## src/rtl/ftsel_pkg.sv

```systemverilog
// Shared types and constants for the fitness rank and truncation select block.
// No dependencies; every other file of the block imports this package.
package ftsel_pkg;

    localparam int FIT_W = 32;
    localparam int GEN_W = 32;
    localparam int ORG_W = 6;
    localparam int PCT_W = 7;

    // Percent saturation point and the reciprocal used for the divide by one hundred.
    // floor(x * 5243 / 2**19) equals floor(x / 100) for every x below 43000.
    localparam logic [PCT_W-1:0] PCT_SCALE = 7'd100;
    localparam logic [31:0]      PCT_RECIP = 32'd5243;
    localparam int               PCT_SHIFT = 19;

    // Register byte address of replacement_percent on the configuration port.
    localparam logic [1:0] ADDR_PCT = 2'd0;

    typedef struct packed {
        logic signed [FIT_W-1:0] fitness;
        logic [ORG_W-1:0]        origin;
        logic [GEN_W-1:0]        genotype;
    } rec_t;

    typedef struct packed {
        logic key;
        logic gen;
    } store_we_t;

    typedef enum logic [3:0] {
        ST_IDLE,
        ST_SEL_START,
        ST_SEL_SCAN,
        ST_SWAP_RD,
        ST_SWAP_W1,
        ST_SWAP_W2,
        ST_K_MUL,
        ST_K_DIV,
        ST_TR_RD,
        ST_TR_WR,
        ST_EM_RD,
        ST_EM_OUT
    } ctrl_state_t;

endpackage

```

## src/rtl/ftsel_store.sv

```systemverilog
// Record store: one write port and two registered read ports over POP records.
// Depends on ftsel_pkg for the record type and the write enable group.
module ftsel_store #(
    parameter int POP = 64,
    parameter int AW  = $clog2(POP)
) (
    input  logic               clk,
    input  ftsel_pkg::store_we_t we,
    input  logic [AW-1:0]      wr_addr,
    input  ftsel_pkg::rec_t    wr_rec,
    input  logic [AW-1:0]      rd_addr_a,
    input  logic [AW-1:0]      rd_addr_b,
    output ftsel_pkg::rec_t    rd_rec_a,
    output ftsel_pkg::rec_t    rd_rec_b
);
    import ftsel_pkg::*;

    logic signed [FIT_W-1:0] fit_mem [POP];
    logic [ORG_W-1:0]        org_mem [POP];
    logic [GEN_W-1:0]        gen_mem [POP];

    rec_t rd_a_reg;
    rec_t rd_b_reg;

    // A read at the address being written returns the old contents.
    always_ff @(posedge clk)
    begin
        if (we.key)
        begin
            fit_mem[wr_addr] <= wr_rec.fitness;
            org_mem[wr_addr] <= wr_rec.origin;
        end
        if (we.gen)
        begin
            gen_mem[wr_addr] <= wr_rec.genotype;
        end
        rd_a_reg <= '{fitness: fit_mem[rd_addr_a], origin: org_mem[rd_addr_a],
                      genotype: gen_mem[rd_addr_a]};
        rd_b_reg <= '{fitness: fit_mem[rd_addr_b], origin: org_mem[rd_addr_b],
                      genotype: gen_mem[rd_addr_b]};
    end

    assign rd_rec_a = rd_a_reg;
    assign rd_rec_b = rd_b_reg;

endmodule

```

## config.mk

```make
export PLATFORM = sky130hd
export DESIGN_NAME = ftsel_store
export DESIGN_NICKNAME = d
export VERILOG_FILES = /design/src/rtl/ftsel_pkg.sv /design/src/rtl/ftsel_store.sv
export SDC_FILE = /design/constraint.sdc
export NUM_CORES = 2
export LEC_CHECK = 0
export BUFFER_PORTS_ARGS = -buffer_cell sky130_fd_sc_hd__buf_2
export CAP_MARGIN = 40
export CORE_ASPECT_RATIO = 0.7
export CORE_UTILIZATION = 50
export DETAILED_ROUTE_END_ITERATION = 7
export PLACE_DENSITY = 0.65
export SYNTH_ARGS = -nofsm -noshare
export SYNTH_HDL_FRONTEND = slang
export SYNTH_MEMORY_MAX_BITS = 65536
export SYNTH_SLANG_ARGS = --single-unit
```

## constraint.sdc

```tcl
create_clock -name clk -period 6.6 [get_ports clk]
set_clock_uncertainty 0.1 [all_clocks]
set_input_delay 0.33 -clock clk [delete_from_list [all_inputs] [get_ports clk]]
set_output_delay 0.33 -clock clk [all_outputs]
set_load 0.02 [all_outputs]
```

==> reports/summary.txt <==
Final nets: 10200
Post-synth EDFFs: 4480
Ys Warns: 0
Hold-fix buffers, CTS: 81
Period utilization: 53.0%
Vias post-DR: 122000
Post-CTS Setup Bufs: 0
PostCTS Resize Cnt: 0
H-tree levels: 5
Post-detail-place hpwl: 445000 um
Worst Max-Slew Pin Slew: 1.09 ns
Syn Nets: 9823
FMAX: 286 MHz
DRC Markers: 0
Die area: 414000 um2
Area grow syn2layout: 13.3%
PD cells: 276 nW/um2
Yosys cell types: 29
CP max stage cell: mux2i_1
Fin. max-slew vios: 0
First-pass GRT wire length: 1010000 um
Total gr overflow: 0
CP max FO: 114
Top FF cell, synth: edfxtp_1
Number of CTS-inserted buffers: 441
CP Class: in2reg
Buffers & Inverters on Critical Path: 3
Synth Cell Area: 206000 um2
GPL Wtd Cong: 0.873
Crit path DAT: 4.29 ns
Status: completed
Post-route ant nets: 0
Antenna violations before repair: 81
Core area: 409000 um2
# port buffers: 230
First-iteration detailed-routing DRC count: 22100
Placed Area: 217000 um2
Syn Area/Cell: 21.1 um2
Max IR drop VDD: 0.000236 V
Critical path startpoint category: input pin
Vias per cell: 7.62
Final hold vios: 0
Row count: 196
Die width: 769 um
Register area: 137000 um2
Total Wirelength: 742000 um
Fill cells: 29600
Slew headroom: 27.0%
RSZ-0062 raised after global routing: no
WL/cell: 46.3 um
Vias in the first global route: 120000
Critical path's largest stage delay: 0.71 ns
Clock Path Buffers: 4
Post-synthesis register bit count: 4620
Share of layout cells above drive strength 1: 36.0%
Post-synthesis sequential area ratio: 66.7%
CP Data Required Time: 7.40 ns
CP Capture Type: register
Async SR Flop Fraction: 0%
IO Pins: 231
Crit-path cells: buf_8 -> buf_4 -> buf_12 -> mux4_2 -> mux2i_1 -> a211oi_1 -> o211a_1
Setup TNS: 0 ns
CTS tree: yes
First-pass DRT Iterations: 6
Max-cap viol count: 0
Final setup viols: 0
Clk pin slew, worst setup/hold paths: 0.06 ns
Initial Util: 50.4%
Area taken by multi-input logic gates: 65800 um2
Worst min path class: in2reg
Clk root buf: clkbuf_16
Min cycle time layout: 3.50 ns
All-Layer GR Usage: 35.6%
Clk sink count: 4620
Die Ht: 539 um
Final Cell Area: 233000 um2
Synth Instances: 9732
Clk Latency, worst-skew pair: 1.06 ns
Delay-heaviest family, CP: buffers and inverters
Largest net degree at the start of global routing: 121
Leakage: 72.2 nW
==> worst paths after layout <==
kind,startpoint,to,slack (ns),cells past startpoint
max,rd_addr_b[1],rd_rec_b[10],3.10,7
min,wr_rec[13],gen_mem[14][13],0.05,2
max reg2reg,gen_mem[7][10],rd_rec_b[10],4.08,4
min reg2reg,fit_mem[38][17],rd_rec_b[55],0.75,4
==> cells in the mapped netlist, types with 11 or more instances <==
cell	instances	area share, %
dfxtp_1	140	1.4
nand2b_1	11	0.033
nor2_1	276	0.50
o221ai_1	140	0.60
o211a_1	140	0.68
a211oi_1	135	0.49
buf_4	55	0.20
nor2b_1	14	0.043
edfxtp_1	4480	65
o22ai_1	275	0.84
buf_2	391	0.95
nand2_1	11	0.020
nand3b_1	45	0.16
a22oi_1	560	2.0
clkbuf_1	331	0.60
mux2i_1	145	0.71
buf_1	39	0.071
nand3_1	261	0.63
mux4_2	2240	25
==> sequential cells by signal (all words and copies together), names as in the netlist <==
| name | flops |
|---|---|
| fit_mem | 2048 |
| gen_mem | 2048 |
| org_mem | 384 |
| rd_rec_a | 70 |
| rd_rec_b | 70 |
==> kinds of logic (layout without fill, tap and decap cells) <==
logic type / count (synthesis) / count (layout) / synth area share [%]
buffers and inverters: 826 / 1638 / 1.87
other: 0 / 45 / 0
and+or+nand+nor: 646 / 646 / 1.50
muxes: 2385 / 2385 / 25.2
AOI/OAI and AO/OA: 1255 / 1255 / 4.67
DFF: 4620 / 4620 / 66.7
==> routing by layer <==
layer,part of all wire [%],GRT usage (%),vias up
met5,0.069,0.150,-
met4,5.1,15.5,54
met3,17,15.2,1735
met2,41,47.8,11100
met1,36,50.8,65000
li1,-,-,44300
==> cells in the final DEF (no fill, tap or decap), types with 6 or more instances in the layout <==
cell type	n
a211oi_1	135
a22oi_1	560
buf_12	165
buf_16	35
buf_2	228
buf_4	284
buf_8	14
bufinv_16	40
clkbuf_1	99
clkbuf_16	443
clkbuf_8	29
clkinv_1	79
clkinv_16	9
clkinv_2	94
clkinv_8	8
clkinvlp_4	18
dfxtp_1	140
diode_2	45
dlygate4sd3_1	81
edfxtp_1	4480
inv_6	6
mux2i_1	145
mux4_2	2240
nand2_1	6
nand3_1	258
nand3b_1	45
nor2_1	142
nor2_4	132
nor2b_4	9
o211a_1	140
o221ai_1	140
o22ai_1	275
or3b_2	9
==> stage by stage <==
stage	setup slack (ns)	utilization (%)	hold WS, ns	power [mW]	std cells
after global routing	3.21	57.0	0.0413	65.5	16000
after floorplan	3.09	-	0.329	36.2	9732
after global placement	2.36	52.5	0.652	38.6	14900
after CTS	3.41	57.0	0.00755	64.2	16000
final	3.10	57.0	0.0483	64.2	16000
after detailed placement	2.33	53.2	0.484	38.8	15100
==> final cells by class <==
class / instances / area share, %
diodes: 45 / 0.0483
clock inverters: 259 / 1.13
repair buffers: 808 / 3.68
clock buffers: 571 / 5.09
multi-input cells: 4286 / 28.2
well taps: 5445 / 2.92
flip-flops and latches: 4620 / 58.9
==> power breakdown <==
part,internal (mW),switching [mW],leakage [nW]
combinational,2.08,3.48,23.7
sequential,32.5,0.322,41.5
clock,14.3,11.6,7.07
total,48.8,15.4,72.2
No activity file was read; power rests on OpenSTA's default activity.
