File: src/rtl/ftsel_pkg.sv
// Shared types and constants for the fitness rank and truncation select block.
// No dependencies; every other file of the block imports this package.
package ftsel_pkg;

    localparam int FIT_W = 32;
    localparam int GEN_W = 32;
    localparam int ORG_W = 6;
    localparam int PCT_W = 7;

    // Percent saturation point and the reciprocal used for the divide by one hundred.
    // floor(x * 5243 / 2**19) equals floor(x / 100) for every x below 43000.
    localparam logic [PCT_W-1:0] PCT_SCALE = 7'd100;
    localparam logic [31:0]      PCT_RECIP = 32'd5243;
    localparam int               PCT_SHIFT = 19;

    // Register byte address of replacement_percent on the configuration port.
    localparam logic [1:0] ADDR_PCT = 2'd0;

    typedef struct packed {
        logic signed [FIT_W-1:0] fitness;
        logic [ORG_W-1:0]        origin;
        logic [GEN_W-1:0]        genotype;
    } rec_t;

    typedef struct packed {
        logic key;
        logic gen;
    } store_we_t;

    typedef enum logic [3:0] {
        ST_IDLE,
        ST_SEL_START,
        ST_SEL_SCAN,
        ST_SWAP_RD,
        ST_SWAP_W1,
        ST_SWAP_W2,
        ST_K_MUL,
        ST_K_DIV,
        ST_TR_RD,
        ST_TR_WR,
        ST_EM_RD,
        ST_EM_OUT
    } ctrl_state_t;

endpackage

File: src/rtl/ftsel_ctrl.sv
// Sequencer for loading, selection sort, truncation replacement and result output.
// Depends on ftsel_pkg; drives the ports of ftsel_store.
module ftsel_ctrl #(
    parameter int POP = 64,
    parameter int AW  = $clog2(POP),
    parameter int CW  = $clog2(POP + 1)
) (
    input  logic                               clk,
    input  logic                               rst_n,
    input  logic                               start,
    output logic                               busy,
    input  logic signed [ftsel_pkg::FIT_W-1:0] fitness,
    input  logic [ftsel_pkg::GEN_W-1:0]        genotype,
    input  logic                               last_record,
    input  logic [ftsel_pkg::PCT_W-1:0]        pct,
    output ftsel_pkg::store_we_t               we,
    output logic [AW-1:0]                      wr_addr,
    output ftsel_pkg::rec_t                    wr_rec,
    output logic [AW-1:0]                      rd_addr_a,
    output logic [AW-1:0]                      rd_addr_b,
    input  ftsel_pkg::rec_t                    rd_rec_a,
    input  ftsel_pkg::rec_t                    rd_rec_b,
    output logic                               result_valid,
    output logic [5:0]                         rank_position,
    output logic signed [ftsel_pkg::FIT_W-1:0] ranked_fitness,
    output logic [ftsel_pkg::GEN_W-1:0]        ranked_genotype,
    output logic [5:0]                         source_slot,
    output logic                               last_result
);
    import ftsel_pkg::*;

    localparam int PW = PCT_W + CW;

    ctrl_state_t state_reg, state_next;
    logic [CW-1:0] count_reg, count_next;
    logic [CW-1:0] i_reg, i_next;
    logic [CW-1:0] j_reg, j_next;
    logic [CW-1:0] m_reg, m_next;
    logic [CW-1:0] k_reg, k_next;
    logic [PW-1:0] prod_reg, prod_next;
    logic signed [FIT_W-1:0] min_reg, min_next;
    logic first_reg, first_next;
    logic pend_reg, pend_next;

    logic [PCT_W-1:0] pct_sat;
    logic [31:0]      kprod;
    logic [CW-1:0]    mirror;
    logic             full;
    logic             last_pos;

    assign pct_sat  = (pct > PCT_SCALE) ? PCT_SCALE : pct;
    assign kprod    = 32'(prod_reg) * PCT_RECIP;
    assign mirror   = count_reg - CW'(1) - i_reg;
    assign full     = (count_reg >= CW'(POP));
    // True when position i is the second to last one, so the sort is complete after it.
    assign last_pos = ((CW + 1)'(i_reg) + (CW + 1)'(2)) >= (CW + 1)'(count_reg);

    assign busy            = (state_reg != ST_IDLE);
    assign rank_position   = 6'(i_reg);
    assign ranked_fitness  = rd_rec_a.fitness;
    assign ranked_genotype = rd_rec_a.genotype;
    assign source_slot     = rd_rec_a.origin;

    always_ff @(posedge clk or negedge rst_n)
    begin
        if (!rst_n)
        begin
            state_reg <= ST_IDLE;
            count_reg <= '0;
            i_reg     <= '0;
            j_reg     <= '0;
            m_reg     <= '0;
            k_reg     <= '0;
            first_reg <= 1'b0;
            pend_reg  <= 1'b0;
        end
        else
        begin
            state_reg <= state_next;
            count_reg <= count_next;
            i_reg     <= i_next;
            j_reg     <= j_next;
            m_reg     <= m_next;
            k_reg     <= k_next;
            first_reg <= first_next;
            pend_reg  <= pend_next;
        end
    end

    always_ff @(posedge clk)
    begin
        prod_reg <= prod_next;
        min_reg  <= min_next;
    end

    always_comb
    begin
        logic [CW-1:0] n_load;

        n_load       = full ? count_reg : count_reg + CW'(1);
        state_next   = state_reg;
        count_next   = count_reg;
        i_next       = i_reg;
        j_next       = j_reg;
        m_next       = m_reg;
        k_next       = k_reg;
        prod_next    = prod_reg;
        min_next     = min_reg;
        first_next   = first_reg;
        pend_next    = pend_reg;
        we           = '{key: 1'b0, gen: 1'b0};
        wr_addr      = i_reg[AW-1:0];
        wr_rec       = rd_rec_a;
        rd_addr_a    = i_reg[AW-1:0];
        rd_addr_b    = m_reg[AW-1:0];
        result_valid = 1'b0;
        last_result  = 1'b0;

        unique case (state_reg)
            ST_IDLE:
            begin
                wr_addr = count_reg[AW-1:0];
                wr_rec  = '{fitness: fitness, origin: 6'(count_reg), genotype: genotype};
                if (start)
                begin
                    // A record beyond the population size is dropped.
                    if (!full)
                    begin
                        we = '{key: 1'b1, gen: 1'b1};
                    end
                    count_next = n_load;
                    if (last_record)
                    begin
                        i_next     = '0;
                        state_next = (n_load >= CW'(2)) ? ST_SEL_START : ST_K_MUL;
                    end
                end
            end

            ST_SEL_START:
            begin
                j_next     = i_reg + CW'(1);
                m_next     = i_reg;
                pend_next  = 1'b1;
                first_next = 1'b1;
                state_next = ST_SEL_SCAN;
            end

            ST_SEL_SCAN:
            begin
                rd_addr_a = j_reg[AW-1:0];
                // Only a strictly smaller fitness displaces the candidate.
                if (pend_reg && (first_reg || (rd_rec_a.fitness < min_reg)))
                begin
                    min_next   = rd_rec_a.fitness;
                    m_next     = j_reg - CW'(1);
                    first_next = 1'b0;
                end
                if (j_reg < count_reg)
                begin
                    j_next    = j_reg + CW'(1);
                    pend_next = 1'b1;
                end
                else
                begin
                    pend_next = 1'b0;
                    if (!pend_reg)
                    begin
                        if (m_reg != i_reg)
                        begin
                            state_next = ST_SWAP_RD;
                        end
                        else if (last_pos)
                        begin
                            state_next = ST_K_MUL;
                        end
                        else
                        begin
                            i_next     = i_reg + CW'(1);
                            state_next = ST_SEL_START;
                        end
                    end
                end
            end

            ST_SWAP_RD:
            begin
                state_next = ST_SWAP_W1;
            end

            ST_SWAP_W1:
            begin
                // Slot i is reread here and returns its old contents for the second write.
                we         = '{key: 1'b1, gen: 1'b1};
                wr_addr    = i_reg[AW-1:0];
                wr_rec     = rd_rec_b;
                state_next = ST_SWAP_W2;
            end

            ST_SWAP_W2:
            begin
                we      = '{key: 1'b1, gen: 1'b1};
                wr_addr = m_reg[AW-1:0];
                wr_rec  = rd_rec_a;
                if (last_pos)
                begin
                    state_next = ST_K_MUL;
                end
                else
                begin
                    i_next     = i_reg + CW'(1);
                    state_next = ST_SEL_START;
                end
            end

            ST_K_MUL:
            begin
                prod_next  = PW'(pct_sat) * PW'(count_reg);
                state_next = ST_K_DIV;
            end

            ST_K_DIV:
            begin
                k_next     = kprod[PCT_SHIFT +: CW];
                i_next     = '0;
                state_next = ST_TR_RD;
            end

            ST_TR_RD:
            begin
                if (i_reg < k_reg)
                begin
                    rd_addr_a  = mirror[AW-1:0];
                    state_next = ST_TR_WR;
                end
                else
                begin
                    i_next     = '0;
                    state_next = ST_EM_RD;
                end
            end

            ST_TR_WR:
            begin
                // Only the genotype moves; fitness and origin stay in place.
                we         = '{key: 1'b0, gen: 1'b1};
                wr_addr    = i_reg[AW-1:0];
                i_next     = i_reg + CW'(1);
                state_next = ST_TR_RD;
            end

            ST_EM_RD:
            begin
                state_next = ST_EM_OUT;
            end

            ST_EM_OUT:
            begin
                result_valid = 1'b1;
                last_result  = ((i_reg + CW'(1)) == count_reg);
                if (last_result)
                begin
                    count_next = '0;
                    state_next = ST_IDLE;
                end
                else
                begin
                    i_next     = i_reg + CW'(1);
                    state_next = ST_EM_RD;
                end
            end

            default:
            begin
                state_next = ST_IDLE;
            end
        endcase
    end

endmodule

File: config.mk
export PLATFORM = sky130hd
export DESIGN_NAME = ftsel_ctrl
export DESIGN_NICKNAME = d
export VERILOG_FILES = /design/src/rtl/ftsel_pkg.sv /design/src/rtl/ftsel_ctrl.sv
export SDC_FILE = /design/constraint.sdc
export NUM_CORES = 1
export LEC_CHECK = 0
export ABC_AREA = 1
export CELL_PAD_IN_SITES_DETAIL_PLACEMENT = 1
export CELL_PAD_IN_SITES_GLOBAL_PLACEMENT = 2
export CORE_AREA = 2 2 201 203
export CTS_BUF_LIST = sky130_fd_sc_hd__clkbuf_4 sky130_fd_sc_hd__clkbuf_8 sky130_fd_sc_hd__clkbuf_16
export DETAILED_ROUTE_END_ITERATION = 10
export DIE_AREA = 0 0 203 205
export DONT_BUFFER_PORTS = 1
export PLACE_DENSITY = 0.79
export SLEW_MARGIN = 20
export SYNTH_ARGS = -nofsm -noshare
export SYNTH_HDL_FRONTEND = slang
export SYNTH_SLANG_ARGS = --single-unit
File: constraint.sdc
create_clock -name clk -period 4.64 [get_ports clk]
set_input_delay 0.464 -clock clk [delete_from_list [all_inputs] [get_ports clk]]
set_output_delay 0.464 -clock clk [all_outputs]
set_load 0.01 [all_outputs]
==> impl_metrics.py, run 1 <==
metrics = {
    "outcome": {
        "status": "completed",
    },
    "sta": {
        "fin_crit_sh_pct": 95.9,
        "hold_viol": 0,
        "period_minus_slack_ns": 4.45,
        "slew_headroom_pct": 25.1,
        "rsz0062_at_grt": "yes",
        "final-setup-viol-count": 0,
        "worst_clock_skew_ns": 0.0153,
        "worst_pin_slew_ns": 1.11,
        "worst_slack_ns": 0.190,
        "fmaxAchievable_ghz": 0.225,
        "tns_ns": 0,
        "slew_viol_final": 0,
    },
    "die": {
        "design.core.area_sq_um": 39400,
        "dieArea_sq_um": 41600,
        "dieHeight_microns": 205,
        "die_x_microns": 203,
        "initial_core_util_pct": 32.7,
        "io_pins": 384,
        "std_cell_rows": 73,
    },
    "yosys": {
        "syn-instance-count": 1725,
        "synth-warning-count": 0,
        "syn_area_per_cell_sq_um": 7.45,
        "synth_edf_count": 46,
        "async_reset_ff_share_pct": 47.1,
        "ys_types": 48,
        "syn-cell-area_sq_um": 12900,
        "synth_nets": 2214,
        "ys_ff_latch": 87,
        "ys_seq_area_share_pct": 18.7,
        "ys.flop_type": "edfxtp_1",
    },
    "flow_run": {
        "max_cap_viol_count": 0,
    },
    "clocking": {
        "cts.clk_slew.worst_paths_ns": 0.08,
        "root_buffer": "clkbuf_16",
        "numCtsBuffers": 9,
        "clock-sinks": 87,
        "clk_latency_ns": 0.38,
        "cts_tree": "built",
        "htree_levels": 3,
        "clockBufferDepth": 2,
    },
    "routing": {
        "drtIter0Drc": 537,
        "drtPass1Iterations": 7,
        "route.vias.total": 11300,
        "remaining_drc_errors": 0,
        "wl_mm": 48.6,
        "antenna_left": 0,
        "avgRoutedWirePerCell_microns": 21.9,
        "viasPerCell": 5.10,
    },
    "layout": {
        "final_common_cell": "nand2_1",
        "final_cell_mix": "nand2_1 (421), inv_1 (285), ha_1 (168)",
        "fillers": 4809,
        "drive_gt1_share_pct": 10.5,
        "largest_register_ffs": 32,
        "area_delta_synth_final_pct": 8.49,
        "nets": 2175,
    },
    "worst_setup_path": {
        "required_ns": 4.90,
        "worstPathMaxFanout": 4,
        "crit_chain": "ha_4 -> inv_1 -> fa_1 -> inv_2 -> fa_1 -> inv_1 -> fa_1 -> fa_1 -> inv_2 -> ha_4 -> buf_4 -> nand2_4 -> nor2_4 -> o21ai_2 -> nand3_1 -> nand2_1 -> nand3_2 -> nand2_1 -> inv_1 -> nor2_2 -> nand2_1 -> nand3_1 -> o21ai_1",
        "crit_type": "flip-flop to flip-flop",
        "startpoint_type": "flip-flop",
        "cp.arrival_ns": 4.71,
        "cpMaxStageDelayCell": "fa_1",
        "crit_top_cell": "fa_1",
        "cpPeakStageDelay_ns": 0.55,
        "worst_setup_path_end_kind": "flip-flop",
    },
    "pwr": {
        "p_leak_nw": 7.15,
        "powerDensity_nw_per_um2": 815,
        "ir_drop_mv": 0.760,
    },
    "placement": {
        "hpwl_mm": 41.3,
        "io_buffers": 0,
        "gp_congestion": 0.879,
        "place_ws_ns": -0.120,
    },
    "global_routing": {
        "grt_max_degree": 65,
        "grt_usage_pct": 23.0,
        "antenna_found_initial": 5,
        "grt_pass1_wl_mm": 71.8,
        "grt_pass1_vias": 11900,
        "grt-ovfl-total": 0,
    },
    "worst_hold_path": {
        "hold_path.class": "input port to flip-flop",
    },
}
where the power goes:
| part | leakage [nW] | switching, mW | internal [mW] |
|---|---|---|---|
| Combinational | 6.03 | 5.74 | 3.55 |
| Sequential | 0.962 | 0.220 | 1.06 |
| Clock | 0.153 | 0.380 | 0.434 |
| Total | 7.15 | 6.34 | 5.04 |
Yosys cell counts (4+ instances only):
cell,count,area share (%)
nand2_1,427,12
inv_1,290,8.5
ha_1,187,18
nand3_1,125,4.9
nor2_1,106,3.1
fa_1,87,14
buf_4,83,4.8
a21oi_1,62,2.4
o21ai_0,58,2.3
edfxtp_1,46,11
dfrtp_1,41,8.0
clkbuf_1,30,0.88
xor2_1,27,1.8
nand4_1,21,1.0
nor3_1,17,0.66
xnor2_1,16,1.1
o211ai_1,14,0.82
inv_2,10,0.29
buf_2,7,0.27
clkinv_1,6,0.18
or2_2,6,0.29
a21o_1,5,0.29
a31oi_1,5,0.24
nand2_2,5,0.24
o21ai_1,5,0.19
a22oi_1,4,0.23
worst max-delay path, delay by kind of cell (launching register included):
kind                       cells  cell delay (ns)
AOI/OAI and AO/OA              2             0.11
adders and majority gates      6             2.61
buffers and inverters          6             0.42
DFF                            1             0.50
and+or+nand+nor                9             0.69
cell families after synthesis:
kind of cell	share of synthesized area (%)
buf+inv	15.2
flops	18.7
compound gates	7.40
fa+ha+maj	31.8
xor+xnor	3.06
simple gates	23.9
stage by stage:
stage / cells / area [sq um] / hold slack (ns) / total power, mW / util, %
final: 2220 / 13900 / 0.176 / 11.4 / 35.4
after global routing: 2217 / 13900 / 0.156 / 12.6 / 35.4
after CTS: 2202 / 13600 / 0.159 / 10.3 / 34.5
after detailed placement: 2180 / 13200 / 0.170 / 9.07 / 33.4
after global placement: 2180 / 13200 / 0.170 / 8.90 / 33.4
after floorplan: 1725 / 12900 / 0.168 / 6.79 / -
metal layers:
layer	global-route usage (%)	wire length (microns)	vias up
met2	36.7	22000	336
met5	0	58	-
met4	3.99	697	8
met3	9.23	4850	46
li1	-	-	5339
met1	29.5	21000	5590
cell type report:
cell class	instances	area [sq um]	share of cell area [%]
multi-input combinational	1209	8830	63.3
antenna	4	10.0	0.0718
tap	525	657	4.71
clock buffer	10	233	1.67
timing repair buffer	73	586	4.20
sequential	87	2410	17.3
inverter	306	1150	8.24
clock inverter	6	76.3	0.547
path summary, 6_finish.rpt:
path	startpoint	to	slack, ns	cells past startpoint
worst max register to register	prod_reg[10]$_DFFE_PP_	k_reg[6]$_DFFE_PN0P_	0.19	23
worst min-delay path	rd_rec_a[55]	min_reg[17]$_DFFE_PP_	0.18	0
max in group asynchronous	rst_n	count_reg[6]$_DFFE_PN0P_	3.77	2
min in group asynchronous	rst_n	state_reg[2]$_DFFE_PN0P_	0.64	2
worst max-delay path	prod_reg[10]$_DFFE_PP_	k_reg[6]$_DFFE_PN0P_	0.19	23
worst min register to register	k_reg[0]$_DFFE_PN0P_	k_reg[0]$_DFFE_PN0P_	0.50	2
repair_timing:
item / 4_1_cts / 5_1_grt
resized for setup: 9 / 54
setup buffers: 4 / 14
pin swaps: 4 / 37
hold buffers: 2 / 0
endpoints found under the setup margin: 1 / 7
hold endpoints to repair: 41 / 0
No activity file was read; power rests on OpenSTA's default activity.
==> inputs of run 2 (changes only) <==
--- a/config.mk
+++ b/config.mk
@@ -14,6 +14,7 @@
 export DIE_AREA = 0 0 203 205
 export DONT_BUFFER_PORTS = 1
 export PLACE_DENSITY = 0.79
+export REMOVE_ABC_BUFFERS = 1
 export SLEW_MARGIN = 20
 export SYNTH_ARGS = -nofsm -noshare
 export SYNTH_HDL_FRONTEND = slang
==> run 2 against run 1 <==
- first-iteration DRC count is 2.4% higher
- combinational power is 5.2% higher
- maximum frequency is 2.7% lower
- critical endpoint is now k_reg[5]$_DFFE_PN0P_
- largest power group unchanged
==> impl_metrics.py, run 2 (same netlist as run 1, synthesis figures left out) <==
metrics = {
    "outcome": {
        "status": "completed",
    },
    "global_routing": {
        "grt_pass1_vias": 11900,
        "antenna_found_initial": 5,
        "grt_pass1_wl_mm": 71.1,
        "grt_max_degree": 76,
        "grt_usage_pct": 22.7,
        "grt-ovfl-total": 0,
    },
    "die": {
        "io_pins": 384,
        "design.core.area_sq_um": 39400,
        "dieHeight_microns": 205,
        "dieArea_sq_um": 41600,
        "die_x_microns": 203,
        "initial_core_util_pct": 32.7,
        "std_cell_rows": 73,
    },
    "worst_hold_path": {
        "hold_path.class": "input port to flip-flop",
        "hold_path_depth": 0,
    },
    "sta": {
        "fmaxAchievable_ghz": 0.219,
        "rsz0062_at_grt": "yes",
        "slew_viol_final": 0,
        "period_minus_slack_ns": 4.57,
        "hold_viol": 0,
        "worst_clock_skew_ns": 0.0126,
        "final-setup-viol-count": 0,
        "fin_crit_sh_pct": 98.5,
        "whs_ns": 0.192,
        "slew_headroom_pct": 27.6,
        "worst_pin_slew_ns": 1.08,
    },
    "layout": {
        "fin_cells": 2248,
        "final_cell_mix": "nand2_1 (422), inv_1 (279), ha_1 (166)",
        "final_cell_area_sq_um": 14200,
        "diodes": 0,
        "drive_gt1_share_pct": 12.5,
        "fillers": 4813,
        "final_common_cell": "nand2_1",
        "nets": 2207,
        "largest_register_ffs": 32,
        "area_delta_synth_final_pct": 10.5,
    },
    "placement": {
        "gp_congestion": 0.879,
        "dpl.cell_count": 2202,
        "io_buffers": 0,
        "place_area_sq_um": 13300,
        "hpwl_mm": 40.9,
    },
    "routing": {
        "drtIter0Drc": 550,
        "drtPass1Iterations": 5,
        "avgRoutedWirePerCell_microns": 21.7,
        "route.vias.total": 11400,
        "remaining_drc_errors": 0,
        "viasPerCell": 5.06,
        "wl_mm": 48.8,
        "antenna_left": 0,
    },
    "worst_setup_path": {
        "worst_setup_path_end_kind": "flip-flop",
        "cp.arrival_ns": 4.81,
        "crit_top_cell": "fa_1",
        "crit_chain": "buf_4 -> fa_1 -> ha_1 -> fa_1 -> inv_1 -> fa_1 -> fa_1 -> inv_2 -> ha_4 -> buf_4 -> a21oi_2 -> o21ai_1 -> nand2_1 -> nand4_1 -> nor2_1 -> o21ai_2 -> or2_4 -> nand3_1 -> o21ai_1",
        "worstRegToRegCells": 19,
        "crit_family": "adder cells",
        "required_ns": 4.88,
        "cpMaxStageDelayCell": "fa_1",
        "worstPathMaxFanout": 5,
        "path_buf_inv": 4,
        "cpPeakStageDelay_ns": 0.54,
        "startpoint_type": "flip-flop",
        "crit_type": "flip-flop to flip-flop",
        "cp.depth": 19,
    },
    "pwr": {
        "p_leak_nw": 7.29,
        "ir_drop_mv": 0.721,
        "powerDensity_nw_per_um2": 831,
    },
    "clocking": {
        "clk_latency_ns": 0.36,
        "clockBufferDepth": 2,
        "cts.clk_slew.worst_paths_ns": 0.07,
        "root_buffer": "clkbuf_16",
        "clock-sinks": 87,
        "cts_tree": "built",
        "htree_levels": 3,
        "numCtsBuffers": 9,
    },
    "flow_run": {
        "max_cap_viol_count": 0,
    },
}
-- run 2: changes by cell type in the layout (fill, tap and decap cells not counted), sizes merged --
cell	previous run	this run
buf	72	104
bufinv	1	0
clkbuf	10	12
clkinv	7	6
clkinvlp	0	1
diode	4	0
inv	304	303
-- run 2: worst register-to-register path, cell delays in order, from the launching register on --
cell      delay [ns]
edfxtp_1        0.52
buf_4           0.20
fa_1            0.45
ha_1            0.33
fa_1            0.52
inv_1           0.07
fa_1            0.47
fa_1            0.54
inv_2           0.05
ha_4            0.23
buf_4           0.13
a21oi_2         0.14
o21ai_1         0.10
nand2_1         0.07
nand4_1         0.09
nor2_1          0.14
o21ai_2         0.08
or2_4           0.22
nand3_1         0.06
o21ai_1         0.06
-- run 2: through the flow --
step / power, mW / worst slack [ns] / setup TNS [ns] / util, %
finish: 11.8 / 0.0681 / 0 / 36.1
global route: 13.2 / -0.124 / -0.368 / 36.1
CTS: 10.9 / -0.0196 / -0.0196 / 35.0
detailed placement: 9.61 / -0.294 / -1.06 / 33.8
global placement: 9.45 / -0.124 / -0.186 / 33.8
floorplan: 6.65 / -0.0716 / -0.0716 / -
-- run 2: what timing repair did --
item,in CTS,in global routing
cloned,0,0
hold buffers,2,0
setup endpoints to repair,5,11
setup buffers,6,22
pin swaps,11,51
resized for setup,12,65
hold endpoints to repair,41,0
-- run 2: routing by layer --
| metal | wire, microns | GRT usage [%] | share of wire, % |
|---|---|---|---|
| met1 | 20700 | 29.0 | 42 |
| met2 | 22800 | 37.0 | 47 |
| met3 | 4540 | 8.48 | 9.3 |
| met5 | 41 | 0 | 0.084 |
| met4 | 765 | 3.99 | 1.6 |
-- run 2: where the power goes --
| group | internal (mW) | switching (mW) | leakage [nW] |
|---|---|---|---|
| Sequential | 1.06 | 0.224 | 0.962 |
| Clock | 0.417 | 0.340 | 0.148 |
| Combinational | 4.02 | 5.73 | 6.18 |
| Total | 5.50 | 6.30 | 7.29 |
-- run 2: layout make-up --
| type | instances | area, sq um | share of cell area [%] |
|---|---|---|---|
| multi-input combinational | 1209 | 8850 | 62.3 |
| sequential | 87 | 2410 | 17.0 |
| inverter | 306 | 1150 | 8.09 |
| timing repair buffer | 105 | 841 | 5.92 |
| tap | 525 | 657 | 4.63 |
| clock buffer | 12 | 272 | 1.91 |
| clock inverter | 4 | 25.0 | 0.176 |
-- run 2: path summary, 6_finish.rpt --
path | start | to | slack (ns)
min in group asynchronous | rst_n | j_reg[1]$_DFFE_PN0P_ | 0.58
max in group asynchronous | rst_n | m_reg[6]$_DFFE_PN0P_ | 3.83
worst min register to register | k_reg[4]$_DFFE_PN0P_ | k_reg[4]$_DFFE_PN0P_ | 0.50
worst min-delay path | rd_rec_a[63] | min_reg[25]$_DFFE_PP_ | 0.19
worst max register to register | prod_reg[11]$_DFFE_PP_ | k_reg[5]$_DFFE_PN0P_ | 0.07
worst max-delay path | prod_reg[11]$_DFFE_PP_ | k_reg[5]$_DFFE_PN0P_ | 0.07
